`src/rtl/core/crcm_pkg.sv`:
```
// ----------------------------------------------------------------------------
// crcm_pkg
// Types, constants and bit-level helpers for the CRC-16 (0x1021) byte engine.
// ----------------------------------------------------------------------------
`default_nettype none

package crcm_pkg;

    localparam logic [15:0] CRC_POLY = 16'h1021;
    localparam logic [15:0] CRC_TOP  = 16'h8000;

    localparam int CFG_DATA_W = 9;

    typedef enum logic [0:0] {
        REG_PRESET_BYTE    = 1'b0,
        REG_REFLECT_ENABLE = 1'b1
    } t_cfg_idx;

    typedef struct packed {
        logic [7:0]  data_byte;
        logic        first;
        logic        last;
        logic [15:0] seed;
    } t_in_item;

    typedef struct packed {
        logic [15:0] crc_value;
        logic        done_res;
    } t_out_item;

    typedef struct packed {
        logic signed [8:0] preset_byte;
        logic              reflect_enable;
    } t_cfg;

    function automatic logic [7:0] rev8(input logic [7:0] v);
        logic [7:0] r;
        for (int i = 0; i < 8; i++) begin
            r[i] = v[7-i];
        end
        return r;
    endfunction

    function automatic logic [15:0] rev16(input logic [15:0] v);
        return {rev8(v[7:0]), rev8(v[15:8])};
    endfunction

    // eight MSB-first shift steps of the remainder with the byte folded in
    function automatic logic [15:0] crc_byte(input logic [15:0] rem, input logic [7:0] b);
        logic [15:0] a;
        a = rem ^ {b, 8'h00};
        for (int i = 0; i < 8; i++) begin
            if ((a & CRC_TOP) != 16'h0000) begin
                a = {a[14:0], 1'b0} ^ CRC_POLY;
            end else begin
                a = {a[14:0], 1'b0};
            end
        end
        return a;
    endfunction

endpackage

`default_nettype wire

```
`src/rtl/core/crcm_cfg.sv`:
```
// ----------------------------------------------------------------------------
// crcm_cfg
// Configuration register file: preset byte and reflect mode.
// ----------------------------------------------------------------------------
`default_nettype none

module crcm_cfg (
    input  wire logic                                i_clk,
    input  wire logic                                i_rst_n,
    input  wire logic                                i_cfg_we,
    input  wire crcm_pkg::t_cfg_idx                  i_cfg_idx,
    input  wire logic [crcm_pkg::CFG_DATA_W-1:0]     i_cfg_data,
    output crcm_pkg::t_cfg                           o_cfg
);
    import crcm_pkg::*;

    t_cfg r_cfg;

    always_ff @(posedge i_clk) begin
        if (!i_rst_n) begin
            r_cfg.preset_byte    <= '0;
            r_cfg.reflect_enable <= 1'b0;
        end else if (i_cfg_we) begin
            unique case (i_cfg_idx)
                REG_PRESET_BYTE:    r_cfg.preset_byte    <= signed'(i_cfg_data);
                REG_REFLECT_ENABLE: r_cfg.reflect_enable <= i_cfg_data[0];
                default:            r_cfg                <= r_cfg;
            endcase
        end
    end

    assign o_cfg = r_cfg;

endmodule

`default_nettype wire

```
`src/rtl/core/crcm_calc.sv`:
```
// ----------------------------------------------------------------------------
// crcm_calc
// Preset selection, reflection and unrolled 8-bit CRC update.
// ----------------------------------------------------------------------------
`default_nettype none

module crcm_calc (
    input  wire crcm_pkg::t_cfg      i_cfg,
    input  wire crcm_pkg::t_in_item  i_item,
    input  wire logic [15:0]         i_remainder,
    output logic [15:0]              o_next_rem,
    output logic [15:0]              o_crc_value
);
    import crcm_pkg::*;

    logic [15:0] start_rem;
    logic [7:0]  msg_byte;

    always_comb begin
        if (i_item.first) begin
            if (!i_cfg.preset_byte[8]) begin
                start_rem = {i_cfg.preset_byte[7:0], i_cfg.preset_byte[7:0]};
            end else if (i_cfg.reflect_enable) begin
                start_rem = rev16(i_item.seed);
            end else begin
                start_rem = i_item.seed;
            end
        end else begin
            start_rem = i_remainder;
        end
        msg_byte    = i_cfg.reflect_enable ? rev8(i_item.data_byte) : i_item.data_byte;
        o_next_rem  = crc_byte(start_rem, msg_byte);
        o_crc_value = i_cfg.reflect_enable ? rev16(o_next_rem) : o_next_rem;
    end

endmodule

`default_nettype wire

```
`src/rtl/core/crc16_ccitt_modes.sv`:
```
// An accepted word waits in the input register until the update stage registers its result.
// Throughput: one word per cycle while results are taken; the CRC update is a single registered pass.
// Input register and result register; input ready follows result ready when both are full.
// Reset (sync, active low) clears valids, remainder and config registers.
// ----------------------------------------------------------------------------
// crc16_ccitt_modes
// Byte-serial CRC-16 (0x1021, MSB first) with preset, seed and reflect modes.
// ----------------------------------------------------------------------------
`default_nettype none

module crc16_ccitt_modes (
    input  wire logic                                i_clk,
    input  wire logic                                i_rst_n,
    input  wire logic                                i_cfg_we,
    input  wire crcm_pkg::t_cfg_idx                  i_cfg_idx,
    input  wire logic [crcm_pkg::CFG_DATA_W-1:0]     i_cfg_data,
    input  wire logic                                i_in_valid,
    output logic                                     o_in_ready,
    input  wire crcm_pkg::t_in_item                  i_in_data,
    output logic                                     o_out_valid,
    input  wire logic                                i_out_ready,
    output crcm_pkg::t_out_item                      o_out_data
);
    import crcm_pkg::*;

    t_cfg        cfg;
    t_in_item    r_in;
    logic        r_in_valid;
    t_out_item   r_out;
    logic        r_out_valid;
    logic [15:0] r_remainder;
    logic [15:0] n_remainder;
    logic [15:0] crc_value;
    logic        out_load;
    logic        advance;

    crcm_cfg u_cfg (
        .i_clk      (i_clk),
        .i_rst_n    (i_rst_n),
        .i_cfg_we   (i_cfg_we),
        .i_cfg_idx  (i_cfg_idx),
        .i_cfg_data (i_cfg_data),
        .o_cfg      (cfg)
    );

    crcm_calc u_calc (
        .i_cfg       (cfg),
        .i_item      (r_in),
        .i_remainder (r_remainder),
        .o_next_rem  (n_remainder),
        .o_crc_value (crc_value)
    );

    assign out_load   = !r_out_valid || i_out_ready;
    assign advance    = r_in_valid && out_load;
    assign o_in_ready = !r_in_valid || advance;

    always_ff @(posedge i_clk) begin
        if (!i_rst_n) begin
            r_in_valid  <= 1'b0;
            r_out_valid <= 1'b0;
            r_remainder <= '0;
        end else begin
            if (o_in_ready) begin
                r_in_valid <= i_in_valid;
            end
            if (out_load) begin
                r_out_valid <= r_in_valid;
            end
            if (advance) begin
                r_remainder <= n_remainder;
            end
        end
    end

    always_ff @(posedge i_clk) begin
        if (o_in_ready && i_in_valid) begin
            r_in <= i_in_data;
        end
        if (advance) begin
            r_out.crc_value <= crc_value;
            r_out.done_res  <= r_in.last;
        end
    end

    assign o_out_valid = r_out_valid;
    assign o_out_data  = r_out;

    // held input word stays put until the update stage takes it
    a_in_hold: assert property (@(posedge i_clk) disable iff (!i_rst_n)
        (r_in_valid && !advance) |=> (r_in_valid && $stable(r_in)))
        else $error("input register lost or changed a pending word");

    // a word taken by the update stage shows up as a result
    a_adv_out: assert property (@(posedge i_clk) disable iff (!i_rst_n)
        advance |=> r_out_valid)
        else $error("processed word did not reach the result register");

    // remainder only moves when a word is processed
    a_rem_stable: assert property (@(posedge i_clk) disable iff (!i_rst_n)
        !advance |=> $stable(r_remainder))
        else $error("remainder changed without a word");

    // a pending result that is not taken keeps the input side from overrunning it
    a_no_overrun: assert property (@(posedge i_clk) disable iff (!i_rst_n)
        (r_out_valid && !i_out_ready) |-> !advance)
        else $error("result register overwritten while stalled");

endmodule

`default_nettype wire
```
`config.mk`:
```
export PLATFORM = sky130hd
export DESIGN_NAME = crc16_ccitt_modes
export DESIGN_NICKNAME = d
export VERILOG_FILES = /design/src/rtl/core/crcm_pkg.sv /design/src/rtl/core/crcm_cfg.sv /design/src/rtl/core/crcm_calc.sv /design/src/rtl/core/crc16_ccitt_modes.sv
export SDC_FILE = /design/constraint.sdc
export NUM_CORES = 1
export LEC_CHECK = 0
export BUFFER_PORTS_ARGS = -buffer_cell sky130_fd_sc_hd__buf_2
export CAP_MARGIN = 20
export CORE_MARGIN = 5
export CORE_UTILIZATION = 45
export CTS_BUF_LIST = sky130_fd_sc_hd__clkbuf_8
export DETAILED_ROUTE_END_ITERATION = 7
export PLACE_DENSITY_LB_ADDON = 0.2
export SLEW_MARGIN = 20
export SYNTH_ARGS = -nofsm -noshare
export SYNTH_HDL_FRONTEND = slang
export SYNTH_SLANG_ARGS = --single-unit
```
`constraint.sdc`:
```
create_clock -name i_clk -period 2 [get_ports i_clk]
set_input_delay 0.2 -clock i_clk [delete_from_list [all_inputs] [get_ports i_clk]]
set_output_delay 0.2 -clock i_clk [all_outputs]
set_load 0.02 [all_outputs]
```
# Word level (Yosys, flattened, before mapping)
# Index checks and enable logic that the tools add are counted.
dict set report word_totals {
  input_bits 41
  elab_cells 42
  output_inout_bits 19
  ff_bits 71
}
dict set report classes {
  n_bitwise 10
  muxes 13
  n_reduce_logical 8
}
# cell n
set ops {}
lappend ops {{two-way mux 13 bit} 8}
lappend ops {{two-way mux 16 bit} 4}
lappend ops {{NOT 3 bit} 8}
lappend ops {{XOR 16 bit} 1}
lappend ops {{two-way mux 8 bit} 1}
lappend ops {{AND reduction 2 bit} 2}
lappend ops {{logical AND 1 bit} 2}
lappend ops {{zero test 1 bit} 2}
lappend ops {{logical OR 1 bit} 2}
lappend ops {{NOT 1 bit} 1}

# Longest topological paths before layout
dict set report logic_depth {
  word_depth 21
  depth_mapped 8
  depth_no_buf 6
}

# Hierarchy
# From an unflattened synthesis, not the netlist that was laid out.
dict set report hier_totals {
  hier_cells 288
  hier_area_um2 3628.5
}
# module n_inst seq_area_each_um2 area_per_inst_um2 cells_per_inst
set modules_own_cells {}
lappend modules_own_cells {crc16_ccitt_modes 1 1651.6 2034.5 122}
lappend modules_own_cells {crcm_calc 1 0.0 1168.6 122}
lappend modules_own_cells {crcm_cfg 1 200.2 425.4 44}

# Worst setup path after synthesis
# OpenSTA, ideal clock, no wires.
dict set report synth_timing {
  path_kind {register -> register}
  from {register r_in[17] in the netlist's numbering}
  to {register r_out, in the netlist o_out_data[7] (data pin)}
  stages_incl_launch_ff 9
  setup_time_ns 0.273
  t_required_ns 1.727
  arrival_ns 1.831
  synth_period_minus_slack_ns 2.104
  path_buffers 2
  setup_slack_ns -0.104
  path_cell_list {edfxtp_1 buf_2 and2_1 buf_6 a221oi_4 xnor2_2 xnor2_2 xor2_1 o21ai_0}
}
dict set report synth_between {
  elab_chain_cells 12
  word_cells_on_any_way 14
  cone_classes {mux: 10; bitwise: 4}
}
# item line
set synth_rtl {}
lappend synth_rtl {{start: declaration} crc16_ccitt_modes.sv:27} ;# t_in_item r_in;
lappend synth_rtl {{start signal: assignment} crc16_ccitt_modes.sv:78} ;# r_in <= i_in_data;
lappend synth_rtl {{two-way mux 16 bit *} crcm_calc.sv:20} ;# if (i_item.first) begin
lappend synth_rtl {{XOR 16 bit *} crcm_pkg.sv:51} ;# a = rem ^ {b, 8'h00};
lappend synth_rtl {{two-way mux 13 bit (3 in a row)} crcm_pkg.sv:53} ;# if ((a & CRC_TOP) != 16'h0000) begin
lappend synth_rtl {{NOT 3 bit (no line)} n/a}
lappend synth_rtl {{two-way mux 13 bit (3 in a row)} crcm_pkg.sv:53}
lappend synth_rtl {{two-way mux 13 bit * (2 in a row)} crcm_pkg.sv:53}
lappend synth_rtl {{two-way mux 16 bit *} crcm_calc.sv:33} ;# o_crc_value = i_cfg.reflect_enable ? rev16(o_next_rem) : o_next_rem;
lappend synth_rtl {{named net crc_value[6]} crc16_ccitt_modes.sv:33} ;# logic [15:0] crc_value;
lappend synth_rtl {{end: declaration} crc16_ccitt_modes.sv:29} ;# t_out_item r_out;
# The timed path passes the listed nets; every way through them passes the cells marked *.
# A chain may end at the register's enable or synchronous reset.

# Final worst setup path
dict set report layout_timing {
  from {register u_cfg.r_cfg, in the netlist u_cfg.o_cfg[0]}
  to {register r_out, in the netlist o_out_data[8] (data pin)}
}
dict set report layout_between {
  elab_chain_cells 14
  word_cells_on_any_way 18
  cone_classes {mux: 13; bitwise: 5}
}
# item line
set layout_rtl {}
lappend layout_rtl {{start: declaration} crcm_cfg.sv:17} ;# t_cfg r_cfg;
lappend layout_rtl {{start signal: assignment} crcm_cfg.sv:27} ;# default: r_cfg <= r_cfg;
lappend layout_rtl {{two-way mux 16 bit} crcm_calc.sv:23} ;# end else if (i_cfg.reflect_enable) begin
lappend layout_rtl {{two-way mux 16 bit} crcm_calc.sv:21} ;# if (!i_cfg.preset_byte[8]) begin
lappend layout_rtl {{two-way mux 16 bit} crcm_calc.sv:20}
lappend layout_rtl {{XOR 16 bit} crcm_pkg.sv:51}
lappend layout_rtl {{two-way mux 13 bit (4 in a row)} crcm_pkg.sv:53}
lappend layout_rtl {{two-way mux 13 bit / NOT 3 bit (equally long branches)} n/a}
lappend layout_rtl {{NOT 3 bit (no line) / two-way mux 13 bit (equally long branches)} n/a}
lappend layout_rtl {{two-way mux 13 bit (3 in a row)} crcm_pkg.sv:53}
lappend layout_rtl {{two-way mux 16 bit *} crcm_calc.sv:33}
lappend layout_rtl {{named net crc_value[7]} crc16_ccitt_modes.sv:33}
# Marked as above.

==> summary.txt <==
status - finished, violations left
failing checks - negative setup slack
I/O Pins - 60
vias in the first global route - 2280
CTS tree - built
critical path endpoint category - flop
share of post-route cells with drive strength above 1 - 42.2%
DR vias/cell - 4.86
DR WL/cell - 14.8 um
Residual DRC - 0
Clock power frac - 29.4%
DRT iter0 DRCs - 99
num rows - 31
Avg Cell Area, Syn - 12.1 sq um
Clk Latency, worst-skew pair - 0.34 ns
area of the multi-input gates - 0.00166 sq mm
Top cell by count, worst path - buf_4
pin count of the biggest net entering global routing - 42
post-route setup slack - -0.104 ns
DR top layer - met4
switching part of the total - 27.3%
RSZ-0062 raised after global routing - yes
Synth Register Bits - 71
Mapped Nets - 317
GPL Wtd Cong - 0.852
Placed Cells - 449
Pwr Density - 953 mW/mm^2
hold buffer count at cts - 0
Root Buffer - clkbuf_8
Seq pwr share - 41.4%
core area - 0.00725 sq mm
clock skew - 0.00703 ns
Synth Instances - 276
Hold WS - 0.0343 ns
CP cell instances - buf_4, mux2i_2, a221oi_4, xor2_1, buf_4, xnor2_4, xor2_2, mux2i_1
met1 wire length - 3.20 mm
crit path max-delay cell type - dfxtp_4
# diodes - 0
DR WL met2 - 3.27 mm
worst setup path startpoint - u_cfg.o_cfg[0]
largest fanout on the critical path - 4
worst vdd ir - 0.522 mV
Initial Util - 46.2%
Period minus WS final - 2.10 ns
clock sink total - 71
Via Count - 2289
Slew headroom - 63.4%
critical path arrival - 2.19 ns
Final Hold Vio Count - 0
Setup CP Type - flop to flop
Area Growth Syn to Fin - 34.5%
final net count - 408
Register Area - 0.00186 sq mm
Ys Warns - 0
port bufs - 59
GR Util All Layers - 15.6%
Max-Cap Viols - 0
Util after Layout - 62.1%
post-route insts no fill - 471
post-synth cell types - 29
antenna violations before repair - 0
reg2reg end - o_out_data[8]
internal power - 3.12 mW
type of the most critical hold path - input pin to flop
H-tree levels - 3
drt first pass iters - 4
Die Wd - 96.3 um
Place WS - -0.220 ns
Fill cells - 597
RR Startpoint - u_cfg.o_cfg[0]
Final setup viols - 19
cts bufs inserted - 9
Worst Max-Slew Pin Slew - 0.547 ns
met3 WL - 362 um
GRT overflow - 0
die height - 96.3 um
CTS Buffer Depth - 2
DIE AREA - 0.00927 sq mm
fmax - 475 MHz
LEAKAGE - 1.81 nW
R2R depth - 8
Power Total - 4.30 mW
Worst R2R Setup Slack - -0.10 ns
max-slew violation total from the final report - 0
hpwl dp - 4.79 mm
Worst path max stage delay - 0.38 ns
CP startpoint kind - flop
CP required - 2.08 ns
final wirelength - 6.97 mm
first-pass GRT wire length - 10.8 mm
remaining antenna violation count - 0
crit share post-route - 105%
CP endpoint - o_out_data[8]
Worst-path clk slew - 0.07 ns
Combinational Power Share - 29.2%
sequential area share after synthesis - 55.3%
synthesized area - 0.00335 sq mm
switching power - 1.17 mW
[power by group through the flow]
stage	logic (mW)	clock network (mW)	registers, mW
floorplan	0.580	0	1.85
global placement	0.996	0	1.80
detailed placement	1.01	0	1.80
CTS	1.19	1.29	1.78
global route	1.36	1.35	1.79
finish	1.25	1.27	1.78
[worst max-delay path: cells and delay by family, from the launching register on]
| family | cells | cell delay, ns |
|---|---|---|
| buffers and inverters | 2 | 0.31 |
| multiplexers | 2 | 0.40 |
| AO/OA/AOI/OAI | 1 | 0.11 |
| flip-flops | 1 | 0.38 |
| XOR/XNOR | 3 | 0.64 |
[how the worst min path moves through the flow]
stage / startpoint / endpoint / slack (ns) / cells after the start
after detailed placement: i_in_data[10] / r_in[10] / 0.38 / 1
final: i_in_data[16] / r_in[16] / 0.03 / 1
after global placement: i_in_data[1] / r_in[1] / 0.38 / 1
after global routing: i_in_data[11] / r_in[11] / 0.02 / 1
after CTS: i_in_data[17] / r_in[17] / 0.02 / 1
after floorplan: i_in_data[0] / r_in[0] / 0.30 / 0
[cell type report]
| cell class | count | share of cell area, % |
|---|---|---|
| Clock buffer | 11 | 3.36 |
| Clock inverter | 5 | 1.61 |
| Inverter | 1 | 0.0833 |
| Multi-Input combinational cell | 186 | 36.9 |
| Sequential cell | 71 | 41.2 |
| Tap cell | 99 | 2.75 |
| Timing Repair Buffer | 98 | 14.1 |
[synth_stat cells]
| cell | number | area, sq um |
|---|---|---|
| mux2i_1 | 47 | 470 |
| edfxtp_1 | 43 | 1290 |
| nand2_1 | 35 | 131 |
| dfxtp_1 | 28 | 561 |
| nor2_1 | 17 | 63.8 |
| a21oi_1 | 14 | 70.1 |
| a21boi_0 | 10 | 75.1 |
| xnor2_1 | 10 | 87.6 |
| nor2b_1 | 9 | 56.3 |
| xor2_1 | 9 | 78.8 |
| clkbuf_1 | 8 | 30.0 |
| buf_2 | 6 | 30.0 |
| o21ai_0 | 6 | 30.0 |
| xnor2_2 | 6 | 97.6 |
| a221oi_1 | 4 | 35.0 |
| o22ai_1 | 4 | 25.0 |
| a221oi_2 | 3 | 45.0 |
| buf_6 | 3 | 33.8 |
| o211a_1 | 3 | 30.0 |
| and2_1 | 2 | 12.5 |
| a221oi_4 | 1 | 26.3 |
| buf_1 | 1 | 3.75 |
| inv_2 | 1 | 3.75 |
| mux2_2 | 1 | 11.3 |
| nand2b_1 | 1 | 6.26 |
| nand3_1 | 1 | 5.00 |
| o21a_1 | 1 | 7.51 |
| o21ai_1 | 1 | 5.00 |
| xnor2_4 | 1 | 27.5 |
[sequential cells by signal, summed over array words and instances, names as in the netlist]
name and cells:
o_out_data 17, r_in_valid 1, u_cfg.o_cfg 10, r_remainder 16, o_out_valid 1, r_in 26
[cells in the final DEF (no fill, tap or decap), drive strengths merged, types with 4 or more instances in the layout]
master and n:
dfxtp 28, xor2 9, nor2 17, mux2i 47, a21boi 10, o21ai 7, nor2b 9, xnor2 17
edfxtp 43, a21oi 14, clkbuf 11, nand2 35, buf 98, o22ai 4, a221oi 8
[routing by layer]
layer,GRT usage [%],vias up
met5,0,-
met4,6.89,0
met3,3.05,11
met2,25.4,59
met1,20.2,1059
li1,-,1160
[through the flow]
| stage | TNS [ns] | cell area [sq um] |
|---|---|---|
| 2_1_floorplan | -0.531 | 3420 |
| 3_3_place_gp | -0.881 | 4010 |
| 3_5_place_dp | -1.55 | 4010 |
| 4_1_cts | -0.667 | 4440 |
| 5_1_grt | -2.80 | 4510 |
| 6_report | -0.885 | 4510 |
[logic make-up after synthesis]
group           after synthesis  share of synthesized area (%)
compound gates               47                           10.4
buf+inv                      19                           3.02
simple gates                 65                           8.21
flops                        71                           55.3
xor+xnor                     26                           8.70
mux                          48                           14.4
[repair_timing]
item,in CTS,in global routing
endpoints found under the setup margin,23,26
setup buffers,8,2
gates resized for setup,25,12
pin swaps,14,8
gates cloned,1,0
Power figures use the tool's default switching activity.
